<file path="src/hdl/tkd_pkg.sv">
`timescale 1ns / 1ps
`default_nettype none
package tkd_pkg;

  localparam int unsigned ByteW  = 8;
  localparam int unsigned KeyW   = 4;
  localparam int unsigned DataW  = 32;
  localparam int unsigned LenW   = 3;
  localparam int unsigned LeftW  = 2;
  localparam int unsigned MaxLen = 4;

  typedef enum logic [KeyW-1:0] {
    KeyChar      = 4'd0,
    KeyDefault   = 4'd1,
    KeyDelete    = 4'd2,
    KeyHome      = 4'd3,
    KeyEnd       = 4'd4,
    KeyUp        = 4'd5,
    KeyDown      = 4'd6,
    KeyRight     = 4'd7,
    KeyLeft      = 4'd8,
    KeyBackspace = 4'd9,
    KeyEof       = 4'd10,
    KeyReturn    = 4'd11,
    KeyTab       = 4'd12
  } key_e;

  typedef enum logic [2:0] {
    ModeIdle = 3'd0,
    ModeEsc1 = 3'd1,
    ModeEsc2 = 3'd2,
    ModeEsc3 = 3'd3,
    ModeUtf8 = 3'd4
  } mode_e;

  localparam logic [ByteW-1:0] ChEsc     = 8'h1b;
  localparam logic [ByteW-1:0] ChDel     = 8'h7f;
  localparam logic [ByteW-1:0] ChEot     = 8'h04;
  localparam logic [ByteW-1:0] ChLf      = 8'h0a;
  localparam logic [ByteW-1:0] ChTab     = 8'h09;
  localparam logic [ByteW-1:0] ChBracket = 8'h5b;
  localparam logic [ByteW-1:0] ChTilde   = 8'h7e;
  localparam logic [ByteW-1:0] ChZero    = 8'h30;
  localparam logic [ByteW-1:0] ChNine    = 8'h39;
  localparam logic [ByteW-1:0] ChOne     = 8'h31;
  localparam logic [ByteW-1:0] ChThree   = 8'h33;
  localparam logic [ByteW-1:0] ChFour    = 8'h34;
  localparam logic [ByteW-1:0] ChSeven   = 8'h37;
  localparam logic [ByteW-1:0] ChEight   = 8'h38;
  localparam logic [ByteW-1:0] ChA       = 8'h41;
  localparam logic [ByteW-1:0] ChB       = 8'h42;
  localparam logic [ByteW-1:0] ChC       = 8'h43;
  localparam logic [ByteW-1:0] ChD       = 8'h44;
  localparam logic [ByteW-1:0] ChF       = 8'h46;
  localparam logic [ByteW-1:0] ChH       = 8'h48;
  localparam logic [ByteW-1:0] Lead2Lo   = 8'hc0;
  localparam logic [ByteW-1:0] Lead2Hi   = 8'hdf;
  localparam logic [ByteW-1:0] Lead3Lo   = 8'he0;
  localparam logic [ByteW-1:0] Lead3Hi   = 8'hef;
  localparam logic [ByteW-1:0] Lead4Lo   = 8'hf0;
  localparam logic [ByteW-1:0] Lead4Hi   = 8'hf7;

endpackage
`default_nettype wire

</file>
<file path="src/hdl/terminal_key_sequence_decoder_top.sv">
// A word appears on the output when its last byte has passed the input register
// and the result register loads; a stalled word can hold that byte in between.
// Throughput: one byte per cycle; while a finished word is stalled, one more byte
// waits in the input register and input ready drops until the word leaves.
// Reset (rst_ni low, asynchronous) empties both registers and returns the
// parser to idle with no partial escape sequence or UTF-8 character.
`timescale 1ns / 1ps
`default_nettype none
module terminal_key_sequence_decoder_top (
  input  wire logic                      clk_i,
  input  wire logic                      rst_ni,
  input  wire logic                      in_valid_i,
  output logic                           in_ready_o,
  input  wire logic [tkd_pkg::ByteW-1:0] rx_byte_i,
  output logic                           out_valid_o,
  input  wire logic                      out_ready_i,
  output logic [tkd_pkg::KeyW-1:0]       key_code_o,
  output logic [tkd_pkg::DataW-1:0]      char_data_o,
  output logic [tkd_pkg::LenW-1:0]       char_len_o
);
  import tkd_pkg::*;

  logic             in_valid_q;
  logic [ByteW-1:0] in_byte_q;
  logic             consume;

  mode_e            mode_q, mode_d;
  logic [ByteW-1:0] first_q, first_d;
  logic [ByteW-1:0] second_q, second_d;
  logic [DataW-1:0] accum_q, accum_d;
  logic [LeftW-1:0] left_q, left_d;
  logic [LenW-1:0]  total_q, total_d;

  logic             emit;
  key_e             res_key;
  logic [DataW-1:0] res_data;
  logic [LenW-1:0]  res_len;

  logic             out_valid_q;
  key_e             key_q;
  logic [DataW-1:0] data_q;
  logic [LenW-1:0]  len_q;

  logic [LenW-1:0]  total_inc;
  logic [LeftW-1:0] left_dec;
  logic [DataW-1:0] accum_upd;
  logic             utf8_done;
  logic             is_digit;
  logic [LeftW-1:0] extra;

  function automatic key_e decode_seq(logic [ByteW-1:0] b1, logic [ByteW-1:0] b2,
                                      logic has_third);
    key_e k;
    k = KeyDefault;
    if (b1 == ChA) k = KeyUp;
    else if (b1 == ChB) k = KeyDown;
    else if (b1 == ChC) k = KeyRight;
    else if (b1 == ChD) k = KeyLeft;
    else if (b1 == ChH) k = KeyHome;
    else if (b1 == ChF) k = KeyEnd;
    if (has_third && b2 == ChTilde) begin
      if (b1 == ChThree) k = KeyDelete;
      else if (b1 == ChOne || b1 == ChSeven) k = KeyHome;
      else if (b1 == ChFour || b1 == ChEight) k = KeyEnd;
    end
    return k;
  endfunction

  // Input register.
  assign consume    = in_valid_q && (!out_valid_q || out_ready_i);
  assign in_ready_o = !in_valid_q || consume;

  always_ff @(posedge clk_i or negedge rst_ni) begin
    if (!rst_ni) begin
      in_valid_q <= 1'b0;
    end else if (in_ready_o) begin
      in_valid_q <= in_valid_i;
    end
  end

  always_ff @(posedge clk_i) begin
    if (in_ready_o && in_valid_i) begin
      in_byte_q <= rx_byte_i;
    end
  end

  // Shared arithmetic for the UTF-8 gather, and the digit test for escape sequences.
  assign total_inc = total_q + LenW'(1);
  assign left_dec  = left_q - LeftW'(1);
  assign utf8_done = (left_dec == '0) || (total_inc >= LenW'(MaxLen));
  assign accum_upd = (total_q < LenW'(MaxLen))
                   ? (accum_q | (DataW'(in_byte_q) << {total_q[1:0], 3'b000}))
                   : accum_q;
  assign is_digit  = (in_byte_q >= ChZero) && (in_byte_q <= ChNine);

  always_comb begin
    extra = '0;
    if (in_byte_q >= Lead2Lo && in_byte_q <= Lead2Hi) extra = LeftW'(1);
    else if (in_byte_q >= Lead3Lo && in_byte_q <= Lead3Hi) extra = LeftW'(2);
    else if (in_byte_q >= Lead4Lo && in_byte_q <= Lead4Hi) extra = LeftW'(3);
  end

  // Next parse state.
  always_comb begin
    mode_d   = mode_q;
    first_d  = first_q;
    second_d = second_q;
    accum_d  = accum_q;
    left_d   = left_q;
    total_d  = total_q;
    unique case (mode_q)
      ModeEsc1: begin
        first_d = in_byte_q;
        mode_d  = ModeEsc2;
      end
      ModeEsc2: begin
        second_d = in_byte_q;
        if (first_q == ChBracket && is_digit) mode_d = ModeEsc3;
        else mode_d = ModeIdle;
      end
      ModeEsc3: begin
        mode_d = ModeIdle;
      end
      ModeUtf8: begin
        accum_d = accum_upd;
        total_d = total_inc;
        left_d  = left_dec;
        if (utf8_done) begin
          mode_d = ModeIdle;
          left_d = '0;
        end
      end
      default: begin
        mode_d = ModeIdle;
        if (in_byte_q == ChEsc) begin
          mode_d = ModeEsc1;
        end else if (in_byte_q != ChDel && in_byte_q != ChEot && in_byte_q != ChLf &&
                     in_byte_q != ChTab && extra != '0) begin
          accum_d = DataW'(in_byte_q);
          total_d = LenW'(1);
          left_d  = extra;
          mode_d  = ModeUtf8;
        end
      end
    endcase
  end

  // Result of the current byte.
  always_comb begin
    emit     = 1'b0;
    res_key  = KeyDefault;
    res_data = '0;
    res_len  = '0;
    unique case (mode_q)
      ModeEsc1: begin
        emit = 1'b0;
      end
      ModeEsc2: begin
        if (first_q != ChBracket) begin
          emit    = 1'b1;
          res_key = KeyDefault;
        end else if (!is_digit) begin
          emit    = 1'b1;
          res_key = decode_seq(in_byte_q, '0, 1'b0);
        end
      end
      ModeEsc3: begin
        emit    = 1'b1;
        res_key = decode_seq(second_q, in_byte_q, 1'b1);
      end
      ModeUtf8: begin
        if (utf8_done) begin
          emit     = 1'b1;
          res_key  = KeyChar;
          res_data = accum_upd;
          res_len  = total_inc;
        end
      end
      default: begin
        priority if (in_byte_q == ChEsc) begin
          emit = 1'b0;
        end else if (in_byte_q == ChDel) begin
          emit    = 1'b1;
          res_key = KeyBackspace;
        end else if (in_byte_q == ChEot) begin
          emit    = 1'b1;
          res_key = KeyEof;
        end else if (in_byte_q == ChLf) begin
          emit    = 1'b1;
          res_key = KeyReturn;
        end else if (in_byte_q == ChTab) begin
          emit    = 1'b1;
          res_key = KeyTab;
        end else if (extra != '0) begin
          emit = 1'b0;
        end else begin
          emit     = 1'b1;
          res_key  = KeyChar;
          res_data = DataW'(in_byte_q);
          res_len  = LenW'(1);
        end
      end
    endcase
  end

  always_ff @(posedge clk_i or negedge rst_ni) begin
    if (!rst_ni) begin
      mode_q   <= ModeIdle;
      first_q  <= '0;
      second_q <= '0;
      accum_q  <= '0;
      left_q   <= '0;
      total_q  <= '0;
    end else if (consume) begin
      mode_q   <= mode_d;
      first_q  <= first_d;
      second_q <= second_d;
      accum_q  <= accum_d;
      left_q   <= left_d;
      total_q  <= total_d;
    end
  end

  // Result register.
  always_ff @(posedge clk_i or negedge rst_ni) begin
    if (!rst_ni) begin
      out_valid_q <= 1'b0;
    end else if (consume && emit) begin
      out_valid_q <= 1'b1;
    end else if (out_ready_i) begin
      out_valid_q <= 1'b0;
    end
  end

  always_ff @(posedge clk_i) begin
    if (consume && emit) begin
      key_q  <= res_key;
      data_q <= res_data;
      len_q  <= res_len;
    end
  end

  assign out_valid_o = out_valid_q;
  assign key_code_o  = key_q;
  assign char_data_o = data_q;
  assign char_len_o  = len_q;

endmodule
`default_nettype wire

</file>
<file path="config.mk">
export PLATFORM = sky130hd
export DESIGN_NAME = terminal_key_sequence_decoder_top
export DESIGN_NICKNAME = d
export VERILOG_FILES = /design/src/hdl/tkd_pkg.sv /design/src/hdl/terminal_key_sequence_decoder_top.sv
export SDC_FILE = /design/constraint.sdc
export NUM_CORES = 1
export LEC_CHECK = 0
export BUFFER_PORTS_ARGS = -buffer_cell sky130_fd_sc_hd__buf_2
export CAP_MARGIN = 20
export CORE_ASPECT_RATIO = 0.6
export CORE_MARGIN = 4
export CORE_UTILIZATION = 45
export CTS_BUF_LIST = sky130_fd_sc_hd__clkbuf_16
export CTS_CLUSTER_SIZE = 14
export DETAILED_ROUTE_END_ITERATION = 16
export PLACE_DENSITY = 0.72
export SYNTH_ARGS = -nofsm -noshare
export SYNTH_HDL_FRONTEND = slang
export SYNTH_SLANG_ARGS = --single-unit
</file>
<file path="constraint.sdc">
create_clock -name clk_i -period 6.3 [get_ports clk_i]
set_clock_uncertainty 0.1 [all_clocks]
set_input_delay 0.945 -clock clk_i [delete_from_list [all_inputs] [get_ports clk_i]]
set_output_delay 0.945 -clock clk_i [all_outputs]
set_load 0.03 [all_outputs]
</file>
== Word-level counts from Yosys, hierarchy flattened ==
Index checks and enable logic that the tools add are counted.

* $add $sub $neg: 2
* Order comparisons: 10
* Equal/unequal tests: 35
* Shift-type cells: 1
* Mux-type cells: 73
* Bitwise gates (word level): 2
* Reductions and logical operators: 28

{| class="wikitable"
|+ Operator list
! cell !! count
|-
| 32-bit 2-to-1 mux || 4
|-
| 32-bit one-hot mux with 2 select lines || 2
|-
| 8-bit by 7-bit == test with 1-bit output, second input constant || 15
|-
| 4-bit 2-to-1 mux || 19
|-
| 8-bit 2-to-1 mux || 6
|-
| 8-bit by 6-bit == test with 1-bit output, second input constant || 5
|-
| 32-bit bitwise OR || 1
|-
| 8-bit by 5-bit << shifter with 32-bit output || 1
|-
| 3-bit 2-to-1 mux || 10
|-
| 8-bit greater-or-equal comparator, second input constant || 3
|-
| 8-bit less-or-equal comparator, second input constant || 3
|-
| 1-bit 2-to-1 mux || 19
|-
| 8-bit by 4-bit == test with 1-bit output, second input constant || 2
|-
| 8-bit by 4-bit inequality test with 1-bit output, second input constant || 2
|-
| 8-bit by 7-bit inequality test with 1-bit output, second input constant || 2
|-
| 4-bit one-hot mux with 4 select lines || 1
|-
| 2-bit 2-to-1 mux || 7
|-
| 1-bit logical AND || 12
|-
| 3-bit one-hot mux with 2 select lines || 2
|-
| 3-bit one-hot mux with 4 select lines || 1
|-
| 8-bit by 3-bit == test with 1-bit output, second input constant || 1
|-
| 8-bit by 5-bit == test with 1-bit output, second input constant || 1
|-
| 8-bit by 6-bit greater-or-equal comparator with 1-bit output, second input constant || 1
|-
| 8-bit by 6-bit less-or-equal comparator with 1-bit output, second input constant || 1
|-
| other kinds (20) || 30
|}

* Register bits: 105
* Input bits: 12
* Output and inout port bits: 41
* Logic and storage cells: 163

== Longest topological paths before layout ==
Gate-level depths: netlist of run 1.

* Depth after elaboration: 15
* Gate-level depth with buffers: 7
* Gate-level depth less buffers: 7

== Worst setup path after synthesis of run 1 ==
No wires, ideal clock.

* Path type: in2reg
* Start: input out_ready_i
* End: register data_q[0] (netlist: char_data_o[0]) (enable)
* Arrival: 5.664 ns
* Data required time: 5.639 ns
* Slack: -0.025 ns
* Stages on the path: 3
* Cell sequence: nand2b_1 -> nand2_1 -> a2111oi_1

* Cells in the longest elaborated chain, start to end: 3

{| class="wikitable"
|+ RTL lines
! element !! RTL line !! source
|-
| start, declared || terminal_key_sequence_decoder_top.sv:16 || <nowiki>input wire logic out_ready_i,</nowiki>
|-
| 1-bit logical OR || terminal_key_sequence_decoder_top.sv:70 || <nowiki>assign consume = in_valid_q && (!out_valid_q || out_ready_i);</nowiki>
|-
| 1-bit logical AND || terminal_key_sequence_decoder_top.sv:70 ||
|-
| 1-bit logical AND || terminal_key_sequence_decoder_top.sv:236 || <nowiki>if (consume && emit) begin</nowiki>
|-
| end signal, assigned || terminal_key_sequence_decoder_top.sv:238 || <nowiki>data_q <= res_data;</nowiki>
|-
| end, declared || terminal_key_sequence_decoder_top.sv:41 || <nowiki>logic [DataW-1:0] data_q;</nowiki>
|}

No other way between the ends.
A chain may end at the register's enable or synchronous reset.

== Worst setup path in the final report of run 1 ==
* Start: register mode_q[0]
* End: register accum_q[17]

* Cells in the longest elaborated chain, start to end: 4

{| class="wikitable"
|+ RTL lines
! element !! RTL line !! source
|-
| start, declared || terminal_key_sequence_decoder_top.sv:27 || <nowiki>mode_e mode_q, mode_d;</nowiki>
|-
| start signal, assigned || terminal_key_sequence_decoder_top.sv:208 || <nowiki>mode_q <= ModeIdle;</nowiki>
|-
| start signal, assigned || terminal_key_sequence_decoder_top.sv:215 || <nowiki>mode_q <= mode_d;</nowiki>
|-
| 3-bit by 2-bit == test with 1-bit output or 3-bit by 1-bit == test with 1-bit output (tied branches) || terminal_key_sequence_decoder_top.sv:111 || <nowiki>unique case (mode_q)</nowiki>
|-
| 3-bit OR reduction (no source line) || n/a ||
|-
| 1-bit inverter (no source line) || n/a ||
|-
| 4-bit AND reduction (no source line) || n/a ||
|-
| end signal, assigned || terminal_key_sequence_decoder_top.sv:218 || <nowiki>accum_q <= accum_d;</nowiki>
|-
| end, declared || terminal_key_sequence_decoder_top.sv:30 || <nowiki>logic [DataW-1:0] accum_q, accum_d;</nowiki>
|}

Several ways; a longest one is shown, not always the timed one.

==> impl_metrics.ini, run 1 <==
[yosys]
synthMuxAreaShare = 0.04221
ys_types = 57
synth_compound_area_frac = 0.1563
synthesis.nets = 411
synth_fa_ha_area_frac = 0.007481
synth-main-ff-cell = dfrtp_1
yosys_warnings = 0
synth_simple_gate_area_frac = 0.1427
synth-seq-area-share = 0.6113
syn-cell-area_um2 = 4683
synth_seq_cells = 105
synth_xor_area_frac = 0.009351
syn_inst = 397
synth_edf_count = 47
syn-mean-instance-area_um2 = 11.80
synthArstFlopShare = 0.5524
synth_top_family_by_area = compound AO/OA/AOI/OAI gates

[route]
num_vias = 3334
routed_via_density = 5.808
post-route-drc-count = 0
dr.pass1.iters = 5
wl_per_cell_um = 17.81
drt_iter0_markers = 214
wl_um = 10230
ant_nets = 0

[cells_and_area]
layout-drive-gt1-share = 0.2027
final_common_cell = dfrtp_1
layout-area-overhead-vs-synth_pct = 13.44
final_cell_mix = 58 x dfrtp_1, 52 x buf_2, 47 x edfxtp_1, 44 x nor2_1, 38 x a21oi_1
fin_util = 0.5302
num_antenna_cells = 0
final_nets = 448

[clock_network]
cts_resized = 0
cts_buffers = 9
clk_path_buf_depth = 2
cts_tree = done
cts.sinks = 105
htreeDepth = 3
postCtsSetupBuffers = 0
cts-root-buf = clkbuf_16
insertion_delay_ps = 340
clk_pin_slew_ps = 70
cts_hold_buf = 0

[timing]
finalCriticalPeriod_ps = 2850
fin_tns_setup_ps = 0
worst_slew_pin_slew_ps = 1030
setup_viol = 0
rsz0062_at_grt = no
fin_crit_sh = 0.4524
postLayoutSetupSlackWorst_ps = 3450
fmax_mhz = 350.8
final-max-slew-violation-count = 0
relSlewSlack = 0.3122
finalHoldViolCount = 0

[grt]
grt-ovfl-total = 0
grt_pass1_wl_um = 16620
grt_pass1_vias = 3152
grt_max_degree = 59
antenna_found_initial = 0
grt_use_total = 0.1755

[floorplanning]
coreArea_um2 = 10020
boundaryPins = 53
fp.dieArea_um2 = 12160
dieWidth_um = 139.7
fp.dieH_um = 87.02
std_cell_rows = 28
start_util = 0.4674

[critical_path]
worstPathMaxFanout = 26
critPathCapture = accum_q[17]$_DFFE_PN0P_
crit-reg2reg-launch = mode_q[0]$_DFFE_PN0P_
r2r_cells = 4
path_cells = nor2_4 > xor2_1 > nand3_1 > a22o_1
worst-setup-path-type = reg -> reg
cp-start-kind = register
end_kind = register
critPathArrivalTime_ps = 2980
cp-startpoint = mode_q[0]$_DFFE_PN0P_
r2r_slack_ps = 3450
critical-path-max-stage-delay_ps = 860
cpMaxStageDelayCell = nand3_1
cp.required_ps = 6430
timing.rr.end = accum_q[17]$_DFFE_PN0P_

[flow_run]
cap_violations = 0

[power]
p_leak_uw = 0.002210
power_density_nw_per_um2 = 431.0
irDropWorstVdd_uv = 187.2

[worst_hold_path]
hp-start = first_q[4]$_DFFE_PN0P_
hold_class = reg -> reg

[run_status]
status = complete, no violations

[placed_design]
portBuffers = 52
place_ws_ps = 3291
hpwl_um = 6899
place_congestion = 0.8322
-- power breakdown --
group          total, µW  internal [µW]  switching (µW)
Combinational        689            243             446
Sequential          1070            939             134
Clock                528            301             227
-- sequential cells by signal (all words and copies together) (netlist names) --
signal       count
key_code_o       4
second_q         8
in_byte_q        8
mode_q           3
total_q          3
first_q          8
accum_q         32
left_q           2
char_len_o       3
in_valid_q       1
out_valid_o      1
char_data_o     32
-- metrics by stage --
step	hold slack (ps)	power (µW)	cells	area, µm²
2_1_floorplan	350.0	1577	397	4688
3_3_place_gp	371.7	1753	558	5031
5_1_grt	412.2	2420	574	5313
6_report	395.2	2290	574	5313
4_1_cts	400.1	2304	574	5313
3_5_place_dp	385.2	1772	558	5031
-- routing by layer --
| metal | vias up | GRT usage | wire (µm) |
|---|---|---|---|
| met4 | 0 | 0.04310 | 91 |
| met5 | - | 0 | 0 |
| met1 | 1636 | 0.2630 | 5175 |
| met2 | 133 | 0.2508 | 4211 |
| met3 | 9 | 0.05266 | 747 |
| li1 | 1556 | - | - |
-- cell families after synthesis --
family	Yosys count
DFF	105
and+or+nand+nor	125
muxes	18
buffers and inverters	35
xor gates and xnor gates	5
AOI/OAI and AO/OA	106
adders and majority gates	3
-- critical path: cells and delay by family, from the launching register on --
family / cells / cell delay [ps]
XOR/XNOR: 1 / 530
AO/OA/AOI/OAI: 1 / 510
AND/OR/NAND/NOR: 2 / 1090
flip-flops: 1 / 510
-- cell type report --
type	count	area (µm²)
Clock inverter	7	56.30
Clock buffer	9	225.2
Fill cell	891	4707
Inverter	6	22.52
Tap cell	135	168.9
Timing Repair Buffer	55	282.8
Multi-Input combinational cell	257	1694
Sequential cell	105	2863
-- synth_stat cells (2+ instances only) --
| library cell | number | area [µm²] |
|---|---|---|
| a21o_1 | 2 | 15.01 |
| a21oi_1 | 38 | 190.2 |
| a22o_1 | 34 | 297.8 |
| and2_1 | 4 | 25.02 |
| and3_1 | 4 | 25.02 |
| buf_2 | 10 | 50.05 |
| clkbuf_1 | 18 | 67.56 |
| dfrtp_1 | 58 | 1451 |
| edfxtp_1 | 47 | 1411 |
| ha_1 | 2 | 25.02 |
| inv_1 | 5 | 18.77 |
| mux2_2 | 14 | 157.7 |
| mux2i_1 | 4 | 40.04 |
| nand2_1 | 20 | 75.07 |
| nand2b_1 | 3 | 18.77 |
| nand3_1 | 13 | 65.06 |
| nand4b_1 | 2 | 17.52 |
| nand4bb_1 | 2 | 22.52 |
| nor2_1 | 44 | 165.2 |
| nor2b_1 | 4 | 25.02 |
| nor3_1 | 6 | 30.03 |
| nor3b_1 | 3 | 22.52 |
| nor4_1 | 2 | 12.51 |
| o211ai_1 | 3 | 22.52 |
| o21ai_0 | 13 | 65.06 |
| o221ai_1 | 2 | 17.52 |
| o311ai_0 | 2 | 17.52 |
| or3_1 | 3 | 18.77 |
| or4b_1 | 4 | 40.04 |
| xnor2_1 | 2 | 17.52 |
| xor2_1 | 3 | 26.28 |
-- worst min path at each step --
stage	endpoint	slack, ps	depth (start not counted)
after global placement	first_q[4]$_DFFE_PN0P_	370	2
after floorplan	first_q[0]$_DFFE_PN0P_	350	2
after global routing	first_q[3]$_DFFE_PN0P_	410	1
after CTS	first_q[4]$_DFFE_PN0P_	400	2
after detailed placement	first_q[4]$_DFFE_PN0P_	390	2
final	first_q[4]$_DFFE_PN0P_	400	2
No activity file was read; power rests on OpenSTA's default activity.
==> run 2: changes to the inputs <==
clock period = 2.55 ns   (was 6.3 ns; I/O delays follow)
==> impl_metrics.ini, run 2 (synthesized netlist as in run 1, its figures left out) <==
[critical_path]
critPathArrivalTime_ps = 2410
worst-setup-path-type = reg -> reg
r2r_cells = 5
worstPathMaxFanout = 7
cp.required_ps = 2540
cp-start-kind = register
end_kind = register
r2r_slack_ps = 130

[grt]
grt-ovfl-total = 0
antenna_found_initial = 0
grt_use_total = 0.1925
grt_max_degree = 31
grt_pass1_vias = 3375
grt_pass1_wl_um = 18170

[clock_network]
insertion_delay_ps = 350
cts_buffers = 9
clk_path_buf_depth = 2
cts_tree = done
htreeDepth = 3
clk_pin_slew_ps = 70
cts-root-buf = clkbuf_16
cts.sinks = 105
cts_hold_buf = 0

[timing]
setup_viol = 0
fin_crit_sh = 0.9495
whs_ps = -6.903
final-max-slew-violation-count = 0
worst_slew_pin_slew_ps = 754.3
finalCriticalPeriod_ps = 2421
finalHoldViolCount = 6
relSlewSlack = 0.4971
fmax_mhz = 413.0
rsz0062_at_grt = no

[floorplanning]
start_util = 0.4674
boundaryPins = 53
fp.dieArea_um2 = 12160
std_cell_rows = 28
fp.dieH_um = 87.02
coreArea_um2 = 10020
dieWidth_um = 139.7

[power]
irDropWorstVdd_uv = 543.4
power_density_nw_per_um2 = 1077
p_leak_uw = 0.002370
power_uw = 6045

[cells_and_area]
final_common_cell = dfrtp_1
final_cell_mix = 58 x dfrtp_1, 52 x buf_2, 47 x edfxtp_1, 44 x nor2_1, 38 x a21oi_1
final_nets = 476
layout-area-overhead-vs-synth_pct = 19.82
num_antenna_cells = 0
layout-drive-gt1-share = 0.2655

[route]
routed_via_density = 5.865
post-route-drc-count = 0
ant_nets = 0
wl_per_cell_um = 18.41
num_vias = 3531
dr.pass1.iters = 5
wl_um = 11080
drt_iter0_markers = 323

[flow_run]
cap_violations = 0

[placed_design]
hpwl_um = 8020
portBuffers = 52
place_congestion = 0.9731

[run_status]
violations = negative hold slack
status = finished with violations

[worst_hold_path]
hold_class = in -> async
==> run 2: cell types whose count changed in the layout (fill, tap and decap cells not counted), sizes merged <==
cell / change
buf: +28
inv: -2
bufinv: +1
clkinv: +1
==> run 2: critical path: stages, from the launching register on <==
cell       delay, ps
edfxtp_1         460
buf_4            210
or4_1            580
o2111ai_1        400
nand2_1          180
a22o_1           230
==> run 2: layout make-up <==
| type | instances | area (µm²) |
|---|---|---|
| clock buffers | 9 | 225.2 |
| fillers | 867 | 4408 |
| inverters | 6 | 22.52 |
| multi-input cells | 257 | 1708 |
| well taps | 135 | 168.9 |
| clock inverters | 7 | 93.84 |
| repair buffers | 83 | 530.5 |
| flip-flops and latches | 105 | 2863 |
==> run 2: timing repair <==
action	4_1_cts	5_1_grt
buffers inserted	0	1
endpoints found under the setup margin	0	35
gates resized for setup	0	0
==> run 2: path summary, 6_finish.rpt <==
| kind | from | to |
|---|---|---|
| max | in_byte_q[4]$_DFFE_PP_ | char_data_o[0]$_DFFE_PP_ |
| min | rst_ni | second_q[0]$_DFFE_PN0P_ |
| max reg2reg | in_byte_q[4]$_DFFE_PP_ | char_data_o[0]$_DFFE_PP_ |
| min reg2reg | first_q[4]$_DFFE_PN0P_ | first_q[4]$_DFFE_PN0P_ |
| max in group asynchronous | rst_ni | accum_q[27]$_DFFE_PN0P_ |
| min in group clk_i | rx_byte_i[1] | in_byte_q[1]$_DFFE_PP_ |
==> run 2: per-stage QoR <==
stage	instance area, µm²	setup WS, ps	utilization	instances	setup TNS (ps)
final	5612	128.9	0.5601	602	0
after global placement	5285	177.0	0.5275	585	0
after detailed placement	5285	93.15	0.5275	585	0
after global routing	5612	8.547	0.5601	602	0
after floorplan	4715	-447.9	-	397	-17690
after CTS	5604	80.05	0.5593	601	0
==> run 2: routing by layer <==
layer	up-vias	share of wire	GRT usage
met2	174	0.41	0.2682
met3	14	0.097	0.06253
met4	0	0.011	0.04661
li1	1613	-	-
met5	-	0	0
met1	1730	0.48	0.2912
==> run 2: report_power, final <==
group          total, µW  switching (µW)  leakage (µW)  internal [µW]
combinational       2000            1230      0.000996            765
sequential          2580             261       0.00122           2320
clock               1470             611      0.000153            860
total               6040            2100       0.00237           3940
==> run 3: changes to the inputs <==
CORE_UTILIZATION = 52   (was 45)
PLACE_DENSITY = 0.81   (was 0.72)
==> impl_metrics.ini, run 3 (synthesized netlist as in run 1, its figures left out) <==
[clock_network]
cts_tree = done
cts.sinks = 105
insertion_delay_ps = 350
cts_hold_buf = 0
cts-root-buf = clkbuf_16
cts_buffers = 9
clk_path_buf_depth = 2
clk_pin_slew_ps = 70
htreeDepth = 3

[timing]
relSlewSlack = 0.4119
finalCriticalPeriod_ps = 2431
finalHoldViolCount = 0
worst_slew_pin_slew_ps = 882.1
fin_tns_setup_ps = 0
setup_viol = 0
final-max-slew-violation-count = 0
fin_crit_sh = 0.9532
rsz0062_at_grt = no
whs_ps = 46.58
fmax_mhz = 411.4

[grt]
grt_max_degree = 38
antenna_found_initial = 0
grt_pass1_wl_um = 17530
grt-ovfl-total = 0
grt_pass1_vias = 3403
grt_use_total = 0.2178

[cells_and_area]
layout-area-overhead-vs-synth_pct = 19.29
final_cell_mix = 58 x dfrtp_1, 52 x buf_2, 47 x edfxtp_1, 44 x nor2_1, 38 x a21oi_1
layout-drive-gt1-share = 0.2687
final_nets = 478
final_common_cell = dfrtp_1
stdcell_area_um2 = 5587
fin_util = 0.6456
num_antenna_cells = 0

[route]
post-route-drc-count = 0
ant_nets = 0
drt_iter0_markers = 428
wl_um = 10870
dr.pass1.iters = 6
routed_via_density = 6.136
wl_per_cell_um = 18.71
num_vias = 3565

[critical_path]
end_kind = register
timing.rr.end = key_code_o[2]$_DFFE_PP_
critPathArrivalTime_ps = 2390
cp-start-kind = register
cp.required_ps = 2500
r2r_cells = 6
worst-setup-path-type = reg -> reg
crit-reg2reg-launch = in_byte_q[5]$_DFFE_PP_
worstPathMaxFanout = 11
r2r_slack_ps = 120

[floorplanning]
fp.dieH_um = 81.51
start_util = 0.5412
coreArea_um2 = 8653
dieWidth_um = 130.5
std_cell_rows = 26
fp.dieArea_um2 = 10640
boundaryPins = 53

[power]
p_leak_uw = 0.002382
power_density_nw_per_um2 = 1075
irDropWorstVdd_uv = 510.9

[placed_design]
portBuffers = 52
place_congestion = 0.9627
hpwl_um = 7662
place_area_um2 = 5244

[run_status]
status = complete, no violations

[worst_hold_path]
hold_class = in -> async

[flow_run]
cap_violations = 0
==> run 3: where the power goes <==
part	switching, µW	internal (µW)
combinational	1250	766
clock	603	814
sequential	260	2320
total	2110	3900
==> run 3: final cells by class <==
cell class	count	area, µm²
clock inverters	6	57.56
multi-input cells	257	1720
flip-flops and latches	105	2863
clock buffers	10	250.2
fillers	659	3067
inverters	6	22.52
well taps	112	140.1
repair buffers	85	533.0
==> run 3: worst max-delay path by stage <==
| stage | depth (start not counted) | endpoint | from | slack, ps |
|---|---|---|---|---|
| 2_1_floorplan | 5 | char_data_o[0]$_DFFE_PP_ | total_q[0]$_DFFE_PN0P_ | -450 |
| 3_5_place_dp | 6 | char_data_o[21]$_DFFE_PP_ | total_q[1]$_DFFE_PN0P_ | 120 |
| 5_1_grt | 6 | key_code_o[2]$_DFFE_PP_ | in_byte_q[5]$_DFFE_PP_ | 10 |
| 6_report | 6 | key_code_o[2]$_DFFE_PP_ | in_byte_q[5]$_DFFE_PP_ | 120 |
| 3_3_place_gp | 6 | char_data_o[21]$_DFFE_PP_ | total_q[1]$_DFFE_PN0P_ | 150 |
| 4_1_cts | 6 | key_code_o[2]$_DFFE_PP_ | in_byte_q[5]$_DFFE_PP_ | 100 |
==> run 3: timing repair <==
action / CTS / global route
endpoints found under the setup margin: 0 / 39
gates resized for setup: 0 / 2
setup buffers: 0 / 3
==> run 3: per-stage QoR <==
stage	cells	worst slack (ps)	power, µW
finish	581	119.3	6005
global route	581	12.01	6319
CTS	578	104.1	5987
detailed placement	562	115.4	4565
global placement	562	148.6	4502
floorplan	397	-447.9	3914
==> run 3: worst max-delay path, stage by stage, from the launching register on <==
cell,delay [ps]
edfxtp_1,440
buf_4,240
and3_1,250
nand4_1,180
or4b_1,580
o211ai_1,130
o311ai_0,200
==> run 3: metal layers <==
| metal | wire (µm) | vias to the layer above | global-route usage |
|---|---|---|---|
| met2 | 4730 | 186 | 0.3189 |
| met5 | 0 | - | 0 |
| met3 | 1069 | 17 | 0.07342 |
| met1 | 4976 | 1746 | 0.3181 |
| met4 | 96 | 0 | 0.04620 |
| li1 | - | 1616 | - |
